--- src/design/srfw_pkg.sv ---
package srfw_pkg;

  localparam int unsigned ADDRESS_BITS_DEF = 16;
  localparam int unsigned DATA_BITS_DEF    = 8;

  localparam int unsigned ADDR_FIELD_W = 16;
  localparam int unsigned BYTE_FIELD_W = 8;

  // period_kind codes
  localparam logic [1:0] KIND_START = 2'd0;
  localparam logic [1:0] KIND_BIT   = 2'd1;
  localparam logic [1:0] KIND_END   = 2'd2;

  localparam logic [1:0] DEV_EN_RESET = 2'b11;

  typedef struct packed {
    logic [ADDR_FIELD_W-1:0] reg_address;
    logic [BYTE_FIELD_W-1:0] byte_a;
    logic [BYTE_FIELD_W-1:0] byte_b;
    logic                    continue_burst;
    logic                    end_frame;
  } in_item_t;

  typedef struct packed {
    logic [1:0] period_kind;
    logic       pin_a;
    logic       pin_b;
    logic       latch_level;
    logic       last_of_run;
  } out_item_t;

  // classified request handed from front to back
  typedef struct packed {
    logic                    close_first;
    logic                    header;
    logic                    end_frame;
    logic [ADDR_FIELD_W-1:0] reg_address;
    logic [BYTE_FIELD_W-1:0] byte_a;
    logic [BYTE_FIELD_W-1:0] byte_b;
  } cmd_t;

  typedef enum logic [2:0] {
    PH_IDLE,
    PH_CLOSE,
    PH_START,
    PH_ADDR,
    PH_DATA,
    PH_END
  } phase_e;

endpackage

--- src/design/srfw_front.sv ---
module srfw_front import srfw_pkg::*; (
  input  logic     clk_i,
  input  logic     rst_ni,
  input  logic     in_valid_i,
  output logic     in_ready_o,
  input  in_item_t in_data_i,
  output logic     push_o,
  output cmd_t     push_cmd_o,
  input  logic     q_ready_i
);

  logic frame_open_q, frame_open_d;

  assign in_ready_o = q_ready_i;
  assign push_o     = in_valid_i && q_ready_i;

  always_comb begin
    push_cmd_o.close_first = frame_open_q && !in_data_i.continue_burst;
    // continue with no open frame opens a new one
    push_cmd_o.header      = !in_data_i.continue_burst || !frame_open_q;
    push_cmd_o.end_frame   = in_data_i.end_frame;
    push_cmd_o.reg_address = in_data_i.reg_address;
    push_cmd_o.byte_a      = in_data_i.byte_a;
    push_cmd_o.byte_b      = in_data_i.byte_b;
  end

  always_comb begin
    frame_open_d = frame_open_q;
    if (push_o) begin
      frame_open_d = !in_data_i.end_frame;
    end
  end

  always_ff @(posedge clk_i or negedge rst_ni) begin
    if (!rst_ni) begin
      frame_open_q <= 1'b0;
    end else begin
      frame_open_q <= frame_open_d;
    end
  end

endmodule

--- src/design/srfw_queue.sv ---
module srfw_queue import srfw_pkg::*; (
  input  logic clk_i,
  input  logic rst_ni,
  input  logic push_i,
  input  cmd_t push_cmd_i,
  output logic ready_o,
  input  logic pop_i,
  output logic valid_o,
  output cmd_t head_o
);

  cmd_t       mem_q [2];
  logic       wr_ptr_q, wr_ptr_d;
  logic       rd_ptr_q, rd_ptr_d;
  logic [1:0] cnt_q, cnt_d;

  assign ready_o = (cnt_q != 2'd2);
  assign valid_o = (cnt_q != 2'd0);
  assign head_o  = mem_q[rd_ptr_q];

  always_comb begin
    wr_ptr_d = wr_ptr_q;
    rd_ptr_d = rd_ptr_q;
    cnt_d    = cnt_q;
    if (push_i) begin
      wr_ptr_d = ~wr_ptr_q;
    end
    if (pop_i) begin
      rd_ptr_d = ~rd_ptr_q;
    end
    case ({push_i, pop_i})
      2'b10:   cnt_d = cnt_q + 2'd1;
      2'b01:   cnt_d = cnt_q - 2'd1;
      default: cnt_d = cnt_q;
    endcase
  end

  always_ff @(posedge clk_i) begin
    if (push_i) begin
      mem_q[wr_ptr_q] <= push_cmd_i;
    end
  end

  always_ff @(posedge clk_i or negedge rst_ni) begin
    if (!rst_ni) begin
      wr_ptr_q <= 1'b0;
      rd_ptr_q <= 1'b0;
      cnt_q    <= 2'd0;
    end else begin
      wr_ptr_q <= wr_ptr_d;
      rd_ptr_q <= rd_ptr_d;
      cnt_q    <= cnt_d;
    end
  end

  a_no_push_full: assert property (@(posedge clk_i) disable iff (!rst_ni)
    push_i |-> (cnt_q != 2'd2))
    else $error("queue push while full");

  a_no_pop_empty: assert property (@(posedge clk_i) disable iff (!rst_ni)
    pop_i |-> (cnt_q != 2'd0))
    else $error("queue pop while empty");

  a_cnt_range: assert property (@(posedge clk_i) disable iff (!rst_ni)
    cnt_q != 2'd3)
    else $error("queue count out of range");

endmodule

--- src/design/srfw_back.sv ---
module srfw_back import srfw_pkg::*; #(
  parameter int unsigned ADDRESS_BITS = ADDRESS_BITS_DEF,
  parameter int unsigned DATA_BITS    = DATA_BITS_DEF
) (
  input  logic       clk_i,
  input  logic       rst_ni,
  input  logic [1:0] dev_en_i,
  input  logic       q_valid_i,
  input  cmd_t       q_cmd_i,
  output logic       q_pop_o,
  output logic       out_valid_o,
  input  logic       out_ready_i,
  output out_item_t  out_data_o
);

  localparam int unsigned MAX_BITS = (ADDRESS_BITS > DATA_BITS) ? ADDRESS_BITS : DATA_BITS;
  localparam int unsigned CNT_W    = $clog2(MAX_BITS + 1);
  localparam logic [CNT_W-1:0] ADDR_LAST = CNT_W'(ADDRESS_BITS - 1);
  localparam logic [CNT_W-1:0] DATA_LAST = CNT_W'(DATA_BITS - 1);

  phase_e           state_q, state_d;
  logic [CNT_W-1:0] cnt_q, cnt_d;
  cmd_t             cmd_q, cmd_d;
  out_item_t        out_q, per;
  logic             out_vld_q;
  logic             advance, item_done, load;
  logic [31:0]      addr_sh, a_sh, b_sh;

  // bits above the field width shift out as zero
  assign addr_sh = 32'(cmd_q.reg_address) >> cnt_q;
  assign a_sh    = 32'(cmd_q.byte_a) >> cnt_q;
  assign b_sh    = 32'(cmd_q.byte_b) >> cnt_q;

  assign advance     = (state_q != PH_IDLE) && (!out_vld_q || out_ready_i);
  assign out_valid_o = out_vld_q;
  assign out_data_o  = out_q;
  assign q_pop_o     = load;

  // period produced by the current phase
  always_comb begin
    per       = '0;
    item_done = 1'b0;
    case (state_q)
      PH_CLOSE: begin
        per.period_kind = KIND_END;
        per.latch_level = 1'b1;
      end
      PH_START: begin
        per.period_kind = KIND_START;
      end
      PH_ADDR: begin
        per.period_kind = KIND_BIT;
        per.pin_a       = addr_sh[0] & dev_en_i[0];
        per.pin_b       = addr_sh[0] & dev_en_i[1];
      end
      PH_DATA: begin
        per.period_kind = KIND_BIT;
        per.pin_a       = a_sh[0] & dev_en_i[0];
        per.pin_b       = b_sh[0] & dev_en_i[1];
        if ((cnt_q == '0) && !cmd_q.end_frame) begin
          item_done       = 1'b1;
          per.last_of_run = 1'b1;
        end
      end
      PH_END: begin
        per.period_kind = KIND_END;
        per.latch_level = 1'b1;
        per.last_of_run = 1'b1;
        item_done       = 1'b1;
      end
      default: begin
        per = '0;
      end
    endcase
  end

  always_comb begin
    state_d = state_q;
    cnt_d   = cnt_q;
    cmd_d   = cmd_q;
    load    = 1'b0;
    if (state_q == PH_IDLE) begin
      load = q_valid_i;
    end else if (advance) begin
      case (state_q)
        PH_CLOSE: state_d = PH_START;
        PH_START: begin
          state_d = PH_ADDR;
          cnt_d   = ADDR_LAST;
        end
        PH_ADDR: begin
          if (cnt_q == '0) begin
            state_d = PH_DATA;
            cnt_d   = DATA_LAST;
          end else begin
            cnt_d = cnt_q - CNT_W'(1);
          end
        end
        PH_DATA: begin
          if (cnt_q != '0) begin
            cnt_d = cnt_q - CNT_W'(1);
          end else if (cmd_q.end_frame) begin
            state_d = PH_END;
          end
        end
        default: state_d = state_q;
      endcase
      if (item_done) begin
        if (q_valid_i) begin
          load = 1'b1;
        end else begin
          state_d = PH_IDLE;
        end
      end
    end
    if (load) begin
      cmd_d = q_cmd_i;
      cnt_d = DATA_LAST;
      if (q_cmd_i.close_first) begin
        state_d = PH_CLOSE;
      end else if (q_cmd_i.header) begin
        state_d = PH_START;
      end else begin
        state_d = PH_DATA;
      end
    end
  end

  always_ff @(posedge clk_i) begin
    cnt_q <= cnt_d;
    cmd_q <= cmd_d;
    if (advance) begin
      out_q <= per;
    end
  end

  always_ff @(posedge clk_i or negedge rst_ni) begin
    if (!rst_ni) begin
      state_q   <= PH_IDLE;
      out_vld_q <= 1'b0;
    end else begin
      state_q <= state_d;
      if (advance) begin
        out_vld_q <= 1'b1;
      end else if (out_ready_i) begin
        out_vld_q <= 1'b0;
      end
    end
  end

  a_pop_needs_valid: assert property (@(posedge clk_i) disable iff (!rst_ni)
    q_pop_o |-> q_valid_i)
    else $error("pop from empty queue");

  a_latch_matches_kind: assert property (@(posedge clk_i) disable iff (!rst_ni)
    out_vld_q |-> (out_q.latch_level == (out_q.period_kind == KIND_END)))
    else $error("latch level does not match period kind");

  a_close_has_header: assert property (@(posedge clk_i) disable iff (!rst_ni)
    (state_q == PH_CLOSE) |-> cmd_q.header)
    else $error("close period without a new frame");

  a_hold_unsent: assert property (@(posedge clk_i) disable iff (!rst_ni)
    (out_vld_q && !out_ready_i) |=> (out_vld_q && $stable(out_q)))
    else $error("pending period overwritten");

endmodule

--- src/design/serial_register_frame_writer_core.sv ---
// Three-wire serial register writer for one or two devices sharing latch and
// clock. Each accepted request yields one result per serial period: DATA_BITS
// bit periods for a burst continuation, plus a start period and ADDRESS_BITS
// address periods when it opens a frame, plus one end period when it closes an
// open frame first and one when end_frame is set (8 to 27 periods at defaults).
// The back sequencer emits one period per cycle while the output is taken and
// loads the next queued request alongside the last period of the current one;
// starting from idle, it loads a request first. A two-entry request queue sits
// between the front classifier and the sequencer, so requests are accepted
// while earlier ones are still being serialized. device_enable is applied as
// each period is produced; write it only while the block is idle.
module serial_register_frame_writer_core import srfw_pkg::*; #(
  parameter int unsigned ADDRESS_BITS = ADDRESS_BITS_DEF,
  parameter int unsigned DATA_BITS    = DATA_BITS_DEF
) (
  input  logic       clk_i,
  input  logic       rst_ni,
  input  logic       in_valid_i,
  output logic       in_ready_o,
  input  in_item_t   in_data_i,
  output logic       out_valid_o,
  input  logic       out_ready_i,
  output out_item_t  out_data_o,
  input  logic       cfg_valid_i,
  output logic       cfg_ready_o,
  input  logic [1:0] cfg_data_i
);

  logic [1:0] dev_en_q;
  logic       push, q_ready, q_valid, q_pop;
  cmd_t       push_cmd, q_head;

  assign cfg_ready_o = 1'b1;

  always_ff @(posedge clk_i or negedge rst_ni) begin
    if (!rst_ni) begin
      dev_en_q <= DEV_EN_RESET;
    end else if (cfg_valid_i) begin
      dev_en_q <= cfg_data_i;
    end
  end

  srfw_front u_front (
    .clk_i      (clk_i),
    .rst_ni     (rst_ni),
    .in_valid_i (in_valid_i),
    .in_ready_o (in_ready_o),
    .in_data_i  (in_data_i),
    .push_o     (push),
    .push_cmd_o (push_cmd),
    .q_ready_i  (q_ready)
  );

  srfw_queue u_queue (
    .clk_i      (clk_i),
    .rst_ni     (rst_ni),
    .push_i     (push),
    .push_cmd_i (push_cmd),
    .ready_o    (q_ready),
    .pop_i      (q_pop),
    .valid_o    (q_valid),
    .head_o     (q_head)
  );

  srfw_back #(
    .ADDRESS_BITS (ADDRESS_BITS),
    .DATA_BITS    (DATA_BITS)
  ) u_back (
    .clk_i       (clk_i),
    .rst_ni      (rst_ni),
    .dev_en_i    (dev_en_q),
    .q_valid_i   (q_valid),
    .q_cmd_i     (q_head),
    .q_pop_o     (q_pop),
    .out_valid_o (out_valid_o),
    .out_ready_i (out_ready_i),
    .out_data_o  (out_data_o)
  );

endmodule

--- config.mk ---
export PLATFORM = sky130hd
export DESIGN_NAME = serial_register_frame_writer_core
export DESIGN_NICKNAME = d
export VERILOG_FILES = /design/src/design/srfw_pkg.sv /design/src/design/srfw_front.sv /design/src/design/srfw_queue.sv /design/src/design/srfw_back.sv /design/src/design/serial_register_frame_writer_core.sv
export SDC_FILE = /design/constraint.sdc
export NUM_CORES = 1
export LEC_CHECK = 0
export BUFFER_PORTS_ARGS = -buffer_cell sky130_fd_sc_hd__buf_2
export CAP_MARGIN = 30
export CORE_AREA = 4 4 76 130
export CTS_CLUSTER_SIZE = 16
export DETAILED_ROUTE_END_ITERATION = 12
export DIE_AREA = 0 0 80 134
export GPL_ROUTABILITY_DRIVEN = 0
export PLACE_DENSITY = 0.76
export SLEW_MARGIN = 0
export SYNTH_ARGS = -nofsm -noshare
export SYNTH_HDL_FRONTEND = slang
export SYNTH_SLANG_ARGS = --single-unit
--- constraint.sdc ---
create_clock -name clk_i -period 4.3 [get_ports clk_i]
set_input_delay 0.215 -clock clk_i [delete_from_list [all_inputs] [get_ports clk_i]]
set_output_delay 0.215 -clock clk_i [all_outputs]
set_load 0.01 [all_outputs]
== Word-level counts from Yosys, hierarchy flattened ==
Memories as Yosys holds them, arrays and structs flattened.
Cells that the tools add are included.

* Memories kept: 1
* Register bits after elaboration: 55
* Output and inout port bits: 9
* RAM bits: 70

{| class="wikitable"
|+ Memory list
! memory !! depth !! bits a word !! read ports !! clocked after Yosys merged registers in !! write ports !! RTL line !! text
|-
| u_queue.mem_q || 2 || 35 || 1 || 0 || 1 || srfw_queue.sv:12 || <nowiki>cmd_t mem_q [2];</nowiki>
|}

* $add $sub $neg: 3
* Equal/unequal tests: 10
* Shifts and indexed selects: 3
* Muxes and demuxes: 28
* Bitwise logic cells: 7
* Reduce and logical (&&, ||, !) cells: 24

{| class="wikitable"
|+ Operators by type and width
! operator !! count
|-
| 2-to-1 mux 3 bit || 10
|-
| right shift 16 x 5 -> 1 bit || 1
|-
| right shift 8 x 5 -> 1 bit || 2
|-
| case mux 5 bit (3 select lines) || 1
|-
| case mux 2 bit (2 select lines) || 3
|-
| case mux 3 bit (4 select lines) || 1
|-
| 2-to-1 mux 1 bit || 10
|-
| 2-to-1 mux 5 bit || 2
|-
| nonzero test 2 bit || 4
|-
| == test 3 x 2 -> 1 bit, second input constant || 2
|-
| == test 3 bit, second input constant || 2
|-
| nonzero test 3 bit || 2
|-
| logical NOT 1 bit || 5
|-
| logical NOT 5 bit || 1
|-
| nonzero test 5 bit || 1
|-
| subtractor 5 x 1 -> 5 bit, second input constant || 1
|-
| AND 1 bit || 4
|-
| logical AND 1 bit || 4
|-
| != test 2 bit, second input constant || 2
|-
| AND reduction 4 bit || 1
|-
| OR reduction 2 bit || 2
|-
| == test 3 x 1 -> 1 bit, second input constant || 1
|-
| logical NOT 3 bit || 1
|-
| inverter 1 bit || 3
|-
| other kinds (8) || 9
|}

== Longest topological paths before layout ==
* Word-level depth: 9
* Depth in mapped cells: 11
* Depth with buffers taken out: 10

== By module ==
Synthesis repeated with hierarchy kept, for this count alone.

* Cells, all modules: 324
* Area total of the unflattened synthesis: 5406.4 um^2

{| class="wikitable"
|+ Modules (own cells, without submodules)
! module !! seq. area each (um^2) !! instances !! cells an instance !! area each (um^2)
|-
| srfw_queue || 2202.1 || 1 || 125 || 2862.7
|-
| srfw_back || 1371.3 || 1 || 153 || 2144.6
|-
| srfw_front || 25.0 || 1 || 40 || 312.8
|-
| serial_register_frame_writer_core || 52.6 || 1 || 6 || 86.3
|}

== Worst setup path before layout ==
Ideal clock, no wire load.

* Path kind: flip-flop to flip-flop
* Start: reg u_back.cnt_q[0]
* End: reg u_queue.cnt_q[1]
* Setup time: 0.079 ns
* Period minus slack after synthesis: 3.230 ns
* Cell stages (with the launch flop): 11
* Slack: 1.070 ns
* Data arrival time: 3.151 ns
* Cells stage by stage: dfxtp_1 > buf_2 > inv_1 > ha_1 > or4b_2 > o21ai_0 > nand3_1 > inv_1 > ha_1 > nor2_1 > xor2_1

* Word-level cells in the longest chain between the ends: 9
* Elaborated cells on any way between the ends: 11
* Classes of those cells: 2 x eq/ne; 6 x mux; 3 x reduce/logical

{| class="wikitable"
|+ Ends and longest elaborated chain
! element !! RTL line !! text
|-
| start: declaration || srfw_back.sv:22 || <nowiki>logic [CNT_W-1:0] cnt_q, cnt_d;</nowiki>
|-
| start signal: assignment || srfw_back.sv:130 || <nowiki>cnt_q <= cnt_d;</nowiki>
|-
| logical NOT 5 bit * || srfw_back.sv:60 || <nowiki>if ((cnt_q == '0) && !cmd_q.end_frame) begin</nowiki>
|-
| logical AND 1 bit * || srfw_back.sv:60 ||
|-
| 2-to-1 mux 1 bit * || srfw_back.sv:60 ||
|-
| case mux 1 bit (2 select lines) * || srfw_back.sv:43 || <nowiki>case (state_q)</nowiki>
|-
| 2-to-1 mux 1 bit * || srfw_back.sv:108 || <nowiki>if (item_done) begin</nowiki>
|-
| 2-to-1 mux 1 bit * || srfw_back.sv:84 || <nowiki>end else if (advance) begin</nowiki>
|-
| 2-to-1 mux 1 bit * || srfw_back.sv:82 || <nowiki>if (state_q == PH_IDLE) begin</nowiki>
|-
| == test 2 x 1 -> 1 bit / == test 2 bit (equally long branches) || srfw_queue.sv:31 || <nowiki>case ({push_i, pop_i})</nowiki>
|-
| case mux 2 bit (2 select lines) / nonzero test 2 bit (equally long branches) || - ||
|-
| end signal: assignment || srfw_queue.sv:52 || <nowiki>cnt_q <= cnt_d;</nowiki>
|-
| end: declaration || srfw_queue.sv:15 || <nowiki>logic [1:0] cnt_q, cnt_d;</nowiki>
|}

Mark *: on every way between the ends. The rest lies on a longest branch, timed or not.
A chain may end at the register's enable or synchronous reset.

== Final worst setup path ==
Ends and elaborated chain as after synthesis.

==> flow_summary.toml <==
[route]
vias_per_cell = 5.36
num_vias = 2750
drc = 0
ant_nets = 0
drt-pass1-iter-count = 4
drt_iter0_drc = 163
wl_per_cell_um = 16.8
wirelength_mm = 8.63

[floorplanning]
ios = 50
die_w_um = 80
die_h_um = 134
rows = 45
die_area_um2 = 10700
core_um2 = 8780
initial_core_util_pct = 56.7

[yosys]
seq_area_frac_synth_pct = 72.8
synth_nets = 343
synth-edff-count = 108
avgSynthCellArea_um2 = 16.6
yosys_most_used_dff = "edfxtp_1"
synth_area_um2 = 4980
synth_cell_types = 48
synth-seq-cells = 124
synthArstFlopShare_pct = 8.87
ys_warn_count = 0
netlist_instances = 299

[place]
hpwl_mm = 5.41
port_buffers = 48
dpl.cell_count = 454

[hold_path]
holdPathEnd = "u_queue.mem_q[0][0]"
worstHoldPathCells = 1
hold_start = "in_data_i[2]"
hold_class = "in2reg"

[cells_and_area]
diodes = 0
nNetsFinal = 429
final-seq-area_um2 = 3620
layout_common_cells = "edfxtp_1, buf_2, mux2_2, dlygate4sd3_1, nand2_1"
layout.cells.non_filler = 513
multi_input_area_um2 = 1270
fillCellCount = 588
drive_above_1_share_pct = 31.3
synthToLayoutAreaGrowth_pct = 24.2
final_common_cell = "edfxtp_1"

[critical_path]
rrSetupSlack_ns = 1.07
slowest_stage = "or4b_2"
crit_family = "simple AND/OR/NAND/NOR gates"
crit_type = "reg2reg"
crit_path_start_kind = "register"
cp_data_arrival_time_ns = 3.56
r2r_end = "u_queue.cnt_q[1]"
required_ns = 4.63
critical_path_cell_count = 10
critPathBufInv = 3
max_stage_delay_ns = 0.67
critPathMaxFanout = 35
r2r-start = "u_back.cnt_q[0]"
endpoint_kind = "register"
reg2reg_depth = 10
path_cells = "inv_1 > ha_1 > or4b_2 > o21ai_0 > nand3_1 > inv_1 > buf_4 > ha_1 > nor2_1 > xor2_1"

[power_and_ir_drop]
leakagePower_nw = 2.25
power.switching_mw = 1.08
p_comb_share_pct = 21.6
peakVddDrop_v = 0.000547
sw_frac_of_total_pct = 26.8
clock_power_share_pct = 33.3
pwr_density_cell_nw_per_um2 = 650
seqPwrFrac_pct = 45.1
internal-power_mw = 2.94

[global_routing]
overflow = 0
grt_max_degree = 37
grt_use_total_pct = 17.5
antenna_found_initial = 0
grt_pass1_wl_mm = 13.7
first_global_vias = 2845

[sta]
drv_slew = 0
tightest_slew_ns = 0.705
fin_setup_tns_ns = 0
setup_viol = 0
fin_crit_sh_pct = 75.1
clock_skew_ns = 0.00810
slew_headroom_pct = 53.0
hold_viol = 0
fin_crit_ns = 3.23
rsz0062_at_grt = "false"
fmax_ghz = 0.310

[status]
status = "finished clean"

[cts]
htreeDepth = 4
insertion_delay_ns = 0.40
numCtsBuffers = 17
cts_tree = "built"
clk_pin_slew_ns = 0.05
clock_sinks = 124
clockBufferDepth = 2
post_cts_buffers = 0
clockRootBuffer = "clkbuf_16"

[run]
drv_cap = 0
Yosys cell counts (2+ instances only):
cell type  number  area (µm²)
edfxtp_1      108        3240
mux2_2         35         394
nand2_1        20        75.1
nor2_1         11        41.3
clkbuf_1       10        37.5
dfrtp_1         9         225
nor2b_1         8        50.1
a21oi_1         7        35.0
xnor2_1         7        61.3
inv_1           6        22.5
mux4_2          6         135
dfxtp_1         5         100
mux2i_1         5        50.1
o21ai_0         5        25.0
nand3_1         4        20.0
or3_1           4        25.0
buf_4           3        22.5
ha_1            3        37.5
nor3_1          3        15.0
o21a_1          3        22.5
a31oi_1         2        12.5
and2b_1         2        15.0
and3_1          2        12.5
dfstp_2         2        52.6
nand2b_1        2        12.5
o2111ai_1       2        17.5
o211ai_1        2        15.0
o22ai_1         2        12.5
o41ai_1         2        17.5
cell families after synthesis:
group                      count (synthesis)  synth area share (%)
DFF                                      124                  72.8
and+or+nand+nor                           64                  7.02
muxes                                     46                  11.6
AOI/OAI and AO/OA                         33                  4.58
buffers and inverters                     20                  1.76
xor gates and xnor gates                   8                  1.41
adders and majority gates                  3                 0.754
other                                      1                0.0754
metal layers:
metal  wire (µm)  share of wire [%]  global-route usage (%)  vias up
met5           0                  0                       0        -
met4         143                1.7                    7.80        0
met3         329                3.8                    5.51       15
met2        5060                 59                    31.8       71
met1        3090                 36                    17.7     1341
li1            -                  -                       -     1323
worst max-delay path by stage:
stage,start,to,slack [ns]
4_1_cts,u_back.cnt_q[0],u_queue.cnt_q[1],1.05
6_report,u_back.cnt_q[0],u_queue.cnt_q[1],1.07
5_1_grt,u_back.cnt_q[0],u_queue.cnt_q[1],0.82
3_5_place_dp,u_back.cnt_q[0],u_queue.cnt_q[1],1.09
3_3_place_gp,u_back.cnt_q[0],u_queue.cnt_q[1],1.22
2_1_floorplan,u_back.cnt_q[0],u_queue.cnt_q[1],1.07
registers in the layout, indices dropped and copies added, names as in the netlist:
name                  cells
u_back.state_q            3
dev_en_q                  2
u_queue.rd_ptr_q          1
u_queue.cnt_q             2
u_queue.mem_q            70
u_back.cmd_q             33
u_back.out_valid_o        1
u_back.out_data_o         5
u_front.frame_open_q      1
u_back.cnt_q              5
u_queue.wr_ptr_q          1
timing repair:
item | 4_1_cts | 5_1_grt
endpoints found under the hold margin | 58 | 7
resized for setup | 0 | 0
hold buffers | 25 | 4
per-stage QoR:
step	hold slack (ns)	utilization (%)	worst slack, ns	instance area (µm²)	total power [mW]
5_1_grt	0.000454	70.4	0.819	6180	4.21
3_5_place_dp	0.110	60.7	1.09	5330	2.67
4_1_cts	0.000151	69.9	1.05	6140	4.04
3_3_place_gp	0.103	60.7	1.22	5330	2.63
6_report	0.0128	70.4	1.07	6180	4.01
2_1_floorplan	-0.0806	-	1.07	4980	2.44
area by class of cell:
type                            count  share of cell area (%)
Tap cell                          117                    2.37
Clock inverter                     11                    2.06
Timing Repair Buffer               81                    9.07
Multi-Input combinational cell    155                    20.5
Inverter                            6                   0.364
Clock buffer                       19                    7.00
Sequential cell                   124                    58.6
power groups by stage:
stage          clock (mW)  sequential, mW  combinational [mW]
2_1_floorplan           0            1.73               0.714
3_3_place_gp            0            1.81               0.823
3_5_place_dp            0            1.82               0.842
4_1_cts              1.36            1.80               0.872
5_1_grt              1.43            1.84               0.947
6_report             1.34            1.81               0.867
Power figures use the tool's default switching activity.
